<file path="src/rtl/assert_macros.svh">
// Assertion macros shared by the integer-to-radix-digits RTL.
// Included by the modules that carry concurrent checks; no other dependencies.
`ifndef ASSERT_MACROS_SVH
`define ASSERT_MACROS_SVH

// Property that must hold at every clock edge outside reset.
`define ASSERT_AT(label, clk, rst, prop, msg) \
  label: assert property (@(posedge clk) disable iff (rst) (prop)) else $error(msg);

// Condition in one cycle implies a consequence in the next cycle.
`define ASSERT_NEXT(label, clk, rst, pre, post, msg) \
  label: assert property (@(posedge clk) disable iff (rst) (pre) |=> (post)) else $error(msg);

`endif

</file>
<file path="src/rtl/i2r_pkg.sv">
// Shared types, constants and helpers for the integer-to-radix-digits block.
// No dependencies; imported by every module of the block except i2r_ram.
package i2r_pkg;

  localparam int VALUE_W   = 31;
  localparam int RADIX_W   = 5;
  localparam int CHAR_W    = 7;
  localparam int DIGIT_W   = 4;
  localparam int DIV_W     = 32;   // dividend padded to a multiple of the step size
  localparam int DIV_BITS  = 8;    // quotient bits resolved per cycle
  localparam int DIV_STEPS = DIV_W / DIV_BITS;
  localparam int STEP_W    = $clog2(DIV_STEPS);

  localparam logic [RADIX_W-1:0] RADIX_MIN = 5'd2;
  localparam logic [RADIX_W-1:0] RADIX_MAX = 5'd16;
  localparam logic [CHAR_W-1:0]  CHAR_ZERO = 7'd48;   // '0'
  localparam logic [CHAR_W-1:0]  CHAR_A    = 7'd97;   // 'a'
  localparam logic [DIGIT_W-1:0] DIGIT_TEN = 4'd10;

  // Input beat
  typedef struct packed {
    logic [VALUE_W-1:0] value;
    logic [RADIX_W-1:0] radix;
  } item_t;

  // Output beat
  typedef struct packed {
    logic [CHAR_W-1:0] digit_char;
    logic              last;
  } result_t;

  // Queued job: value plus radix already clamped to 2..16
  typedef struct packed {
    logic [VALUE_W-1:0] value;
    logic [RADIX_W-1:0] radix;
  } job_t;

  typedef enum logic [1:0] {
    ST_IDLE,
    ST_DIV,
    ST_RD,
    ST_LD
  } back_state_t;

  // Digit value to lower-case ASCII
  function automatic logic [CHAR_W-1:0] digit_to_char(input logic [DIGIT_W-1:0] d);
    logic [CHAR_W-1:0] c;
    if (d < DIGIT_TEN) begin
      c = CHAR_ZERO + CHAR_W'(d);
    end else begin
      c = CHAR_A + CHAR_W'(d - DIGIT_TEN);
    end
    return c;
  endfunction

endpackage

</file>
<file path="src/rtl/i2r_ram.sv">
// Generic single-write, single-read RAM with registered read data.
// No dependencies; holds the digit store of the back end.
module i2r_ram #(
  parameter int WIDTH = 4,
  parameter int DEPTH = 32
) (
  input  logic                     clk,
  input  logic                     we,
  input  logic [$clog2(DEPTH)-1:0] waddr,
  input  logic [WIDTH-1:0]         wdata,
  input  logic [$clog2(DEPTH)-1:0] raddr,
  output logic [WIDTH-1:0]         rdata
);

  logic [WIDTH-1:0] mem [DEPTH];

  // Write port and registered read port
  always_ff @(posedge clk) begin
    if (we) begin
      mem[waddr] <= wdata;
    end
    rdata <= mem[raddr];
  end

endmodule

</file>
<file path="src/rtl/i2r_front.sv">
// Front end: accepts input beats, clamps the radix, and queues jobs (two deep).
// Depends on i2r_pkg and assert_macros.svh.
`include "assert_macros.svh"
module i2r_front (
  input  logic           clk,
  input  logic           rst,
  input  i2r_pkg::item_t item,
  input  logic           item_valid,
  output logic           item_ready,
  output i2r_pkg::job_t  job,
  output logic           job_valid,
  input  logic           job_ready
);
  import i2r_pkg::*;

  localparam int QDEPTH = 2;

  job_t       q [QDEPTH];
  logic       wr_ptr;
  logic       rd_ptr;
  logic [1:0] count;
  job_t       clamped;
  logic       push;
  logic       pop;

  // Radix clamp: below two acts as two, above sixteen as sixteen
  always_comb begin
    clamped.value = item.value;
    priority if (item.radix < RADIX_MIN) begin
      clamped.radix = RADIX_MIN;
    end else if (item.radix > RADIX_MAX) begin
      clamped.radix = RADIX_MAX;
    end else begin
      clamped.radix = item.radix;
    end
  end

  assign item_ready = (count != 2'(QDEPTH));
  assign push       = item_valid && item_ready;
  assign job_valid  = (count != 2'd0);
  assign pop        = job_valid && job_ready;
  assign job        = q[rd_ptr];

  // Queue storage
  always_ff @(posedge clk) begin
    if (push) begin
      q[wr_ptr] <= clamped;
    end
  end

  // Queue pointers and fill level
  always_ff @(posedge clk) begin
    if (rst) begin
      wr_ptr <= 1'b0;
      rd_ptr <= 1'b0;
      count  <= 2'd0;
    end else begin
      if (push) begin
        wr_ptr <= ~wr_ptr;
      end
      if (pop) begin
        rd_ptr <= ~rd_ptr;
      end
      unique case ({push, pop})
        2'b10:   count <= count + 2'd1;
        2'b01:   count <= count - 2'd1;
        default: count <= count;
      endcase
    end
  end

  `ASSERT_AT(a_q_bound, clk, rst, count <= 2'(QDEPTH), "queue fill level out of range")
  `ASSERT_NEXT(a_q_grow, clk, rst, push && !pop, count == $past(count) + 2'd1, "push lost")

endmodule

</file>
<file path="src/rtl/i2r_back.sv">
// Back end: divides the queued value by the radix one digit at a time into the
// digit RAM, then reads the digits back most significant first into the result
// register. Depends on i2r_pkg, i2r_ram and assert_macros.svh.
`include "assert_macros.svh"
module i2r_back #(
  parameter int DIGIT_SLOTS = 32
) (
  input  logic             clk,
  input  logic             rst,
  input  i2r_pkg::job_t    job,
  input  logic             job_valid,
  output logic             job_ready,
  output i2r_pkg::result_t result,
  output logic             result_valid,
  input  logic             result_ready
);
  import i2r_pkg::*;

  localparam int AW = $clog2(DIGIT_SLOTS);
  localparam int CW = $clog2(DIGIT_SLOTS + 1);

  back_state_t          state, state_next;
  logic [DIV_W-1:0]     div_q, div_q_next;      // dividend shifting out, quotient in
  logic [DIGIT_W-1:0]   rem, rem_next;          // partial remainder
  logic [RADIX_W-1:0]   radix, radix_next;
  logic [STEP_W-1:0]    step, step_next;
  logic [CW-1:0]        cnt, cnt_next;          // digits stored
  logic [AW-1:0]        rd_ptr, rd_ptr_next;
  logic                 out_valid, out_valid_next;
  result_t              out_data, out_data_next;

  logic [DIV_W-1:0]     dq_step;
  logic [DIGIT_W-1:0]   rem_step;
  logic                 ram_we;
  logic [DIGIT_W-1:0]   ram_rdata;

  // Eight restoring division steps on the narrow remainder
  always_comb begin
    logic [DIGIT_W:0] t;
    dq_step  = div_q;
    rem_step = rem;
    for (int i = 0; i < DIV_BITS; i++) begin
      t       = {rem_step, dq_step[DIV_W-1]};
      dq_step = {dq_step[DIV_W-2:0], 1'b0};
      if (t >= radix) begin
        rem_step   = DIGIT_W'(t - radix);
        dq_step[0] = 1'b1;
      end else begin
        rem_step = t[DIGIT_W-1:0];
      end
    end
  end

  i2r_ram #(
    .WIDTH (DIGIT_W),
    .DEPTH (DIGIT_SLOTS)
  ) u_digits (
    .clk   (clk),
    .we    (ram_we),
    .waddr (cnt[AW-1:0]),
    .wdata (rem_step),
    .raddr (rd_ptr),
    .rdata (ram_rdata)
  );

  assign job_ready    = (state == ST_IDLE);
  assign result_valid = out_valid;
  assign result       = out_data;
  assign ram_we       = (state == ST_DIV) && (step == STEP_W'(DIV_STEPS - 1));

  // State register
  always_ff @(posedge clk) begin
    if (rst) begin
      state <= ST_IDLE;
    end else begin
      state <= state_next;
    end
  end

  // Datapath registers
  always_ff @(posedge clk) begin
    if (rst) begin
      out_valid <= 1'b0;
      step      <= '0;
      cnt       <= '0;
    end else begin
      out_valid <= out_valid_next;
      step      <= step_next;
      cnt       <= cnt_next;
    end
    div_q    <= div_q_next;
    rem      <= rem_next;
    radix    <= radix_next;
    rd_ptr   <= rd_ptr_next;
    out_data <= out_data_next;
  end

  // Next state and datapath control
  always_comb begin
    logic [CW-1:0] cnt_inc;
    state_next     = state;
    div_q_next     = div_q;
    rem_next       = rem;
    radix_next     = radix;
    step_next      = step;
    cnt_next       = cnt;
    rd_ptr_next    = rd_ptr;
    out_valid_next = out_valid && !result_ready;
    out_data_next  = out_data;
    cnt_inc        = cnt + CW'(1);

    unique case (state)
      ST_IDLE: begin
        if (job_valid) begin
          div_q_next = {1'b0, job.value};
          radix_next = job.radix;
          rem_next   = '0;
          step_next  = '0;
          cnt_next   = '0;
          state_next = ST_DIV;
        end
      end
      ST_DIV: begin
        div_q_next = dq_step;
        rem_next   = rem_step;
        step_next  = step + STEP_W'(1);
        if (ram_we) begin
          // One digit complete: stored at cnt
          cnt_next = cnt_inc;
          rem_next = '0;
          if (dq_step == '0 || cnt_inc == CW'(DIGIT_SLOTS)) begin
            rd_ptr_next = cnt[AW-1:0];
            state_next  = ST_RD;
          end
        end
      end
      ST_RD: begin
        // RAM samples rd_ptr this cycle
        state_next = ST_LD;
      end
      ST_LD: begin
        if (!out_valid || result_ready) begin
          out_valid_next           = 1'b1;
          out_data_next.digit_char = digit_to_char(ram_rdata);
          out_data_next.last       = (rd_ptr == '0);
          if (rd_ptr == '0) begin
            state_next = ST_IDLE;
          end else begin
            rd_ptr_next = rd_ptr - AW'(1);
            state_next  = ST_RD;
          end
        end
      end
      default: begin
        state_next = ST_IDLE;
      end
    endcase
  end

  `ASSERT_AT(a_rem_lt_radix, clk, rst, state != ST_DIV || rem < radix, "remainder not below radix")
  `ASSERT_AT(a_cnt_bound, clk, rst, cnt <= CW'(DIGIT_SLOTS), "digit count past store size")
  `ASSERT_NEXT(a_ld_after_rd, clk, rst, state == ST_RD, state == ST_LD, "read not followed by load")

endmodule

</file>
<file path="src/rtl/integer_to_radix_digits.sv">
// Top level of the integer-to-radix-digits converter.
// Depends on i2r_pkg, i2r_front and i2r_back.
//
// Converts a 31-bit unsigned value into lower-case ASCII digits of radix 2..16
// (radix 0 and 1 act as 2, radix 17..31 as 16), one result beat per digit, most
// significant first, with last set on the final digit; zero gives a single '0'.
// A two-deep job queue sits between input and converter, so up to two values
// may be taken while an earlier one is still being converted. The shared
// divider resolves eight quotient bits per cycle, working through the whole
// dividend once for each digit, and each digit then comes back out of the
// registered-read digit RAM through the ST_RD and ST_LD states into the result
// register, waiting in ST_LD while the result side stalls.
module integer_to_radix_digits #(
  parameter int DIGIT_SLOTS = 32
) (
  input  logic             clk,
  input  logic             rst,
  input  i2r_pkg::item_t   item,
  input  logic             item_valid,
  output logic             item_ready,
  output i2r_pkg::result_t result,
  output logic             result_valid,
  input  logic             result_ready
);
  import i2r_pkg::*;

  job_t job;
  logic job_valid;
  logic job_ready;

  i2r_front u_front (
    .clk        (clk),
    .rst        (rst),
    .item       (item),
    .item_valid (item_valid),
    .item_ready (item_ready),
    .job        (job),
    .job_valid  (job_valid),
    .job_ready  (job_ready)
  );

  i2r_back #(
    .DIGIT_SLOTS (DIGIT_SLOTS)
  ) u_back (
    .clk          (clk),
    .rst          (rst),
    .job          (job),
    .job_valid    (job_valid),
    .job_ready    (job_ready),
    .result       (result),
    .result_valid (result_valid),
    .result_ready (result_ready)
  );

endmodule
</file>
<file path="config.mk">
export PLATFORM = sky130hd
export DESIGN_NAME = integer_to_radix_digits
export DESIGN_NICKNAME = d
export VERILOG_FILES = /design/src/rtl/i2r_pkg.sv /design/src/rtl/i2r_ram.sv /design/src/rtl/i2r_front.sv /design/src/rtl/i2r_back.sv /design/src/rtl/integer_to_radix_digits.sv
export VERILOG_INCLUDE_DIRS = /design/src /design/src/rtl
export SDC_FILE = /design/constraint.sdc
export NUM_CORES = 1
export LEC_CHECK = 0
export ABC_CLOCK_PERIOD_IN_PS = 11300
export BUFFER_PORTS_ARGS = -buffer_cell sky130_fd_sc_hd__buf_2
export CAP_MARGIN = 40
export CORE_MARGIN = 8
export CORE_UTILIZATION = 45
export CTS_BUF_LIST = sky130_fd_sc_hd__clkbuf_2 sky130_fd_sc_hd__clkbuf_4 sky130_fd_sc_hd__clkbuf_8
export DETAILED_ROUTE_END_ITERATION = 8
export PLACE_DENSITY = 0.61
export SLEW_MARGIN = 40
export SYNTH_ARGS = -nofsm -noshare
export SYNTH_HDL_FRONTEND = slang
export SYNTH_SLANG_ARGS = --single-unit
</file>
<file path="constraint.sdc">
create_clock -name clk -period 11.3 [get_ports clk]
set_clock_uncertainty 0.1 [all_clocks]
set_input_delay 1.695 -clock clk [delete_from_list [all_inputs] [get_ports clk]]
set_output_delay 1.695 -clock clk [all_outputs]
set_load 0.005 [all_outputs]
</file>
==> results.md, run 1 <==
- Post-Syn Area: 12700 sq um
- Initial core utilization: 45.6%
- Hold buffers post-CTS: 0
- Count of input and output buffers: 49
- Die Y: 184 microns
- Clock root cell: clkbuf_8
- Io pins: 50
- Core Area: 27800 sq um
- Number of DRC markers in iteration 0: 403
- CP Capture Type: register
- Final hold vios: 0
- Critical Path Start Type: register
- Share of the synthesized area in the top cell type: 60.2%
- Number of global-route vias before repair: 7676
- Vias per cell: 5.35
- CP max FO: 32
- Layout cell share with drive strength beyond 1: 21.7%
- Final Cycle Share: 94.8%
- Die width: 184 microns
- DR pass1 iterations: 5
- Inst Count DP: 1337
- Maxcap violations: 0
- First-pass GRT wire length: 41400 microns
- Most frequent cells in the layout: edfxtp_1 (254), nand2_1 (75), nor2_1 (69)
- Sum Neg Setup Slack: 0 ps
- Pre-CTS setup slack: 78.5 ps
- Syn_nets: 1024
- Yosys reg bits: 274
- Hold_ws: 388 ps
- Num rows: 61
- Area grow syn2layout: 15.7%
- Vias: 7634
- CTS sink cnt: 274
- Tmin final: 10720 ps
- Post-Route WL: 26500 microns
- Antenna Nets Post-Route: 0
- Largest net degree at the start of global routing: 68
- Area leader, netlist: edfxtp_1
- Final GP Congestion: 0.847
- F_max: 93.3 MHz
- GRT Util Overall: 15.7%
- Syn Area/Cell: 13.7 sq um
- Hold/Removal Path Class: reg2reg
- RR Startpoint: u_back.rem[1]$_SDFFCE_PP0N_
- DRC: 0
- Post-DP HPWL: 17900 microns
- Number of synthesized flops with an enable pin: 254
- Commonest register cell after synthesis: edfxtp_1
- CTS buffer count: 46
- Yosys Warn Count: 0
- Critical path type: reg2reg
- Worst rel slew slack: 45.9%
- Max Slew Vio Count: 0
- Ys async rst share: 0%
- Post-layout nets: 1110
- # H-tree levels: 2
- Commonest non-fill, non-tap cell in the layout: edfxtp_1
- DR WL/cell: 18.6 microns
- Final non-filler cell total: 1427
- HP Start: u_back.step[0]$_SDFFE_PP0N_
- Synth top area cells: edfxtp_1 (60%), ha_1 (5.0%), mux2i_1 (4.4%), mux4_2 (3.6%), dfxtp_1 (3.2%)
- Run status: complete, no violations
- Insertion delay to the later sink of the worst-skew pair: 560 ps
- Setup Viol. Count Final: 0
- Worst stage delay on the critical path: 490 ps
- Initial antenna violation count: 0
- Die area: 33800 sq um
- Gate Count Post-Synth: 925
- Slew of the pin with the lowest slew margin: 808 ps
- # diodes: 0
- Total gr overflow: 0
- Post-synthesis cell type count: 55
- CTS tree: built
- Max Buffers Root-to-Sink: 3
- CP max-delay cell: mux2i_2
- CP dominant cell by count: ha_1
- CP required: 11550 ps
- Crit path launch: u_back.rem[1]$_SDFFCE_PP0N_
- Post-synthesis sequential area ratio: 63.4%
- CP arrival: 10970 ps
- Clk slew on worst S/H paths: 60 ps
- Final worst setup slack: 583 ps
sequential cells by signal, indices dropped and copies added (netlist names), named ones only:
signal / flops
u_front.wr_ptr: 1
u_back.radix: 5
u_front.q: 72
u_back.cnt: 6
u_back.rem: 4
u_front.rd_ptr: 1
u_back.u_digits.rdata: 4
u_back.state: 2
u_front.count: 2
u_back.u_digits.mem: 128
u_back.result: 8
u_back.rd_ptr: 5
u_back.step: 2
u_back.div_q: 32
u_back.result_valid: 1
area by class of cell:
| type | instances | area (sq um) |
|---|---|---|
| Fill cell | 2405 | 13100 |
| Sequential cell | 274 | 8030 |
| Multi-Input combinational cell | 576 | 4450 |
| Clock buffer | 77 | 910 |
| Timing Repair Buffer | 75 | 528 |
| Tap cell | 378 | 473 |
| Inverter | 38 | 143 |
| Clock inverter | 9 | 119 |
worst max-delay path, delay by kind of cell (launching register included):
family,cells,cell delay (ps)
simple gates,10,2160
mux,4,1430
flops,1,410
compound gates,21,3700
buf+inv,1,250
fa+ha+maj,8,2470
synth_stat cells, types with 8 or more instances:
library cell and instances:
a21oi_1 53, xor2_1 9, xnor2_1 18, a21o_1 15, nand2b_1 10, mux2_2 16, clkbuf_1 24, o22ai_1 10
edfxtp_1 254, fa_1 8, a31oi_1 8, dfxtp_1 20, mux2i_1 56, o21ai_0 57, nor2_1 72, nor3_1 9
nor2b_1 9, o221ai_1 8, nand2_1 75, inv_1 38, mux4_2 20, nand3_1 9, ha_1 51
through the flow:
stage / util (%) / cell area [sq um]
4_1_cts: 52.3 / 14500
5_1_grt: 52.7 / 14700
3_5_place_dp: 48.6 / 13500
3_3_place_gp: 48.2 / 13400
2_1_floorplan: - / 12700
6_report: 52.7 / 14700
metal layers:
| layer | global-route usage (%) | wire [microns] | vias up |
|---|---|---|---|
| li1 | - | - | 3673 |
| met1 | 20.8 | 12100 | 3732 |
| met2 | 25.5 | 12500 | 174 |
| met3 | 2.83 | 1210 | 55 |
| met4 | 5.74 | 691 | 0 |
| met5 | 0 | 0 | - |
cells by family (layout without fill, tap and decap cells):
| logic type | Yosys count | in the layout | share of synthesized area (%) |
|---|---|---|---|
| DFF | 274 | 274 | 63.4 |
| adders and majority gates | 59 | 59 | 6.30 |
| xor gates and xnor gates | 27 | 27 | 1.87 |
| and+or+nand+nor | 211 | 211 | 7.45 |
| buffers and inverters | 76 | 199 | 2.41 |
| AOI/OAI and AO/OA | 183 | 183 | 8.85 |
| muxes | 95 | 96 | 9.76 |
worst paths after layout:
kind	endpoint	depth (start not counted)	slack (ps)
worst max-delay path	u_back.u_digits.mem[12][3]$_DFFE_PP_	44	580
worst min-delay path	u_back.step[0]$_SDFFE_PP0N_	1	390
worst max register to register	u_back.u_digits.mem[12][3]$_DFFE_PP_	44	580
worst min register to register	u_back.step[0]$_SDFFE_PP0N_	1	390
timing repair:
action,in CTS,in global routing
gates resized for setup,0,14
setup buffers,0,3
setup endpoints to repair,0,140
Power of run 1 is not shown: default switching activity piles up to over one toggle a cycle in this logic, so the estimate is an artifact.
==> run 2, diff against run 1 <==
- ABC_CLOCK_PERIOD_IN_PS: 11300 -> 12100
- CORE_MARGIN: 8 -> 2
- PLACE_DENSITY: 0.61 -> 0.59
- clock period: 11.3 -> 12.1 ns (I/O delays scaled with it)
==> results.md, run 2 (synthesis results as in run 1) <==
- Clk slew on worst S/H paths: 60 ps (about the same)
- Most frequent cells in the layout: edfxtp_1 (254), nand2_1 (75), nor2_1 (68)
- Initial antenna violation count: 1 (+1)
- RR Startpoint: u_back.radix[0]$_DFFE_PP_
- DRC: 0 (unchanged)
- Core Area: 27800 sq um (unchanged)
- GRT Util Overall: 18.3% (+2.6 points)
- CP Capture Type: register
- Worst stage delay on the critical path: 600 ps (+110 ps)
- Insertion delay to the later sink of the worst-skew pair: 560 ps (about the same)
- Largest regs: u_back.u_digits.mem x128, u_front.q x72, u_back.div_q x32
- End of the worst register-to-register path: u_back.rem[1]$_SDFFCE_PP0N_
- Unrepaired setup endpoints after global routing: no
- CP arrival: 11480 ps (+510 ps)
- Number of DRC markers in iteration 0: 491 (+22%)
- DR WL/cell: 18.3 microns (-1.8%)
- Sum Neg Setup Slack: 0 ps (unchanged)
- Vias per cell: 5.31 (-0.74%)
- Maxcap violations: 0 (unchanged)
- Num rows: 61 (unchanged)
- HP Start: u_back.step[0]$_SDFFE_PP0N_
- Number of global-route vias before repair: 7506 (-2.2%)
- Vias: 7487 (-1.9%)
- Filler cells: 2471 (+2.7%)
- Met2 usage: 29.6% (+4.1 points)
- Final hold vios: 0 (unchanged)
- Die area: 29500 sq um (-13%)
- Run status: complete, no violations
- Post-DP HPWL: 17400 microns (-2.4%)
- Antenna Nets Post-Route: 0 (unchanged)
- CP required: 12280 ps (+730 ps)
- Initial core utilization: 45.6% (unchanged)
- Critical Path Start Type: register
- CP max FO: 33 (+3.1%)
- # H-tree levels: 2 (unchanged)
- CTS sink cnt: 274 (unchanged)
- Crit path launch: u_back.radix[0]$_DFFE_PP_
- Commonest non-fill, non-tap cell in the layout: edfxtp_1
- Die width: 172 microns (-6.5%)
- First-pass GRT wire length: 41100 microns (-0.63%)
- Critical path type: reg2reg
- Largest Register: u_back.u_digits.mem
- Largest net degree at the start of global routing: 68 (unchanged)
- Count of input and output buffers: 49 (unchanged)
- Hold/Removal Path Class: reg2reg
- Final GP Congestion: 0.827 (-2.4%)
- Slew of the pin with the lowest slew margin: 734 ps (-74.2 ps)
- Met3 Use GR: 3.45% (+0.63 points)
- CP max-delay cell: mux2_2
- Setup Viol. Count Final: 0 (unchanged)
- CP dominant cell by count: ha_1
- Io pins: 50 (unchanged)
- Hold Crit Depth: 1 (unchanged)
- Layout cell share with drive strength beyond 1: 19.0% (-2.7 points)
- # diodes: 0 (unchanged)
- Total gr overflow: 0 (unchanged)
- Max Buffers Root-to-Sink: 3 (unchanged)
- Post-Route WL: 25800 microns (-2.9%)
- Clock root cell: clkbuf_8
- Tmin final: 11300 ps (+578 ps)
- Die Y: 172 microns (-6.5%)
- DR pass1 iterations: 5 (unchanged)
- Reg-to-reg setup timing slack: 800 ps (+220 ps)
- Area grow syn2layout: 13.1%
- Worst rel slew slack: 50.7% (+4.8 points)
- M1 GR Usage: 25.3% (+4.5 points)
- Final Cycle Share: 93.4% (-1.5 points)
- F_max: 88.5 MHz (-5.1%)
- Hold Path Sink: u_back.step[0]$_SDFFE_PP0N_
- R2R depth: 44 (unchanged)
- Max Slew Vio Count: 0 (unchanged)
- Post-layout nets: 1099 (-0.99%)
- Most used routing layer: met2
- CTS tree: built
- Post-CTS Setup Bufs: 0 (unchanged)
- CTS buffer count: 44 (-4.3%)
- Max reg flops: 128 (unchanged)
-- run 2: changes by cell type in the layout (fill, tap and decap cells not counted), sizes merged --
cell      change
clkbuf       -20
clkinv       +11
buf           -8
bufinv        -1
clkinvlp      +1
inv           +1
mux2          -1
-- run 2: what timing repair did --
action                     4_1_cts  5_1_grt
resized for setup                0        3
setup endpoints to repair        0      104
hold buffers                     0        0
-- run 2: stage by stage --
step | hold slack [ps] | util (%) | instances | area (sq um) | worst slack, ps
finish | 392 | 51.6 | 1410 | 14300 | 805
global route | 430 | 51.6 | 1410 | 14300 | 1.35
CTS | 397 | 51.5 | 1410 | 14300 | 629
detailed placement | 363 | 48.5 | 1332 | 13500 | 665
global placement | 360 | 48.1 | 1328 | 13400 | 930
floorplan | 344 | - | 925 | 12700 | 884
-- run 2: how the worst max path moves through the flow --
stage,to,slack (ps),cells after the start
floorplan,u_back.u_digits.mem[0][2]$_DFFE_PP_,880,48
global placement,u_back.rd_ptr[3]$_DFFE_PP_,930,46
detailed placement,u_back.rd_ptr[3]$_DFFE_PP_,670,45
CTS,u_back.rd_ptr[4]$_DFFE_PP_,630,45
global route,u_back.rem[1]$_SDFFCE_PP0N_,1,46
finish,u_back.rem[1]$_SDFFCE_PP0N_,800,44
-- run 2: layout make-up --
class	count	area, sq um	share of cell area (%)
clock buffers	57	703	4.91
clock inverters	21	141	0.987
inverters	38	143	0.996
multi-input cells	575	4380	30.6
flip-flops and latches	274	8030	56.1
well taps	378	473	3.30
repair buffers	67	452	3.15
-- run 2: per-layer routing --
layer / part of all wire [%] / up-vias
met3: 5.0 / 44
met1: 46 / 3636
li1: - / 3649
met2: 47 / 156
met4: 1.9 / 2
met5: 0.050 / -
-- run 2: worst max-delay path: cells and delay by family (launching register included) --
kind | cells | cell delay, ps
AOI/OAI and AO/OA | 20 | 3730
DFF | 1 | 570
muxes | 5 | 2120
adders and majority gates | 8 | 2410
buffers and inverters | 2 | 240
and+or+nand+nor | 9 | 1860
Power of run 2 is left out for the same reason.
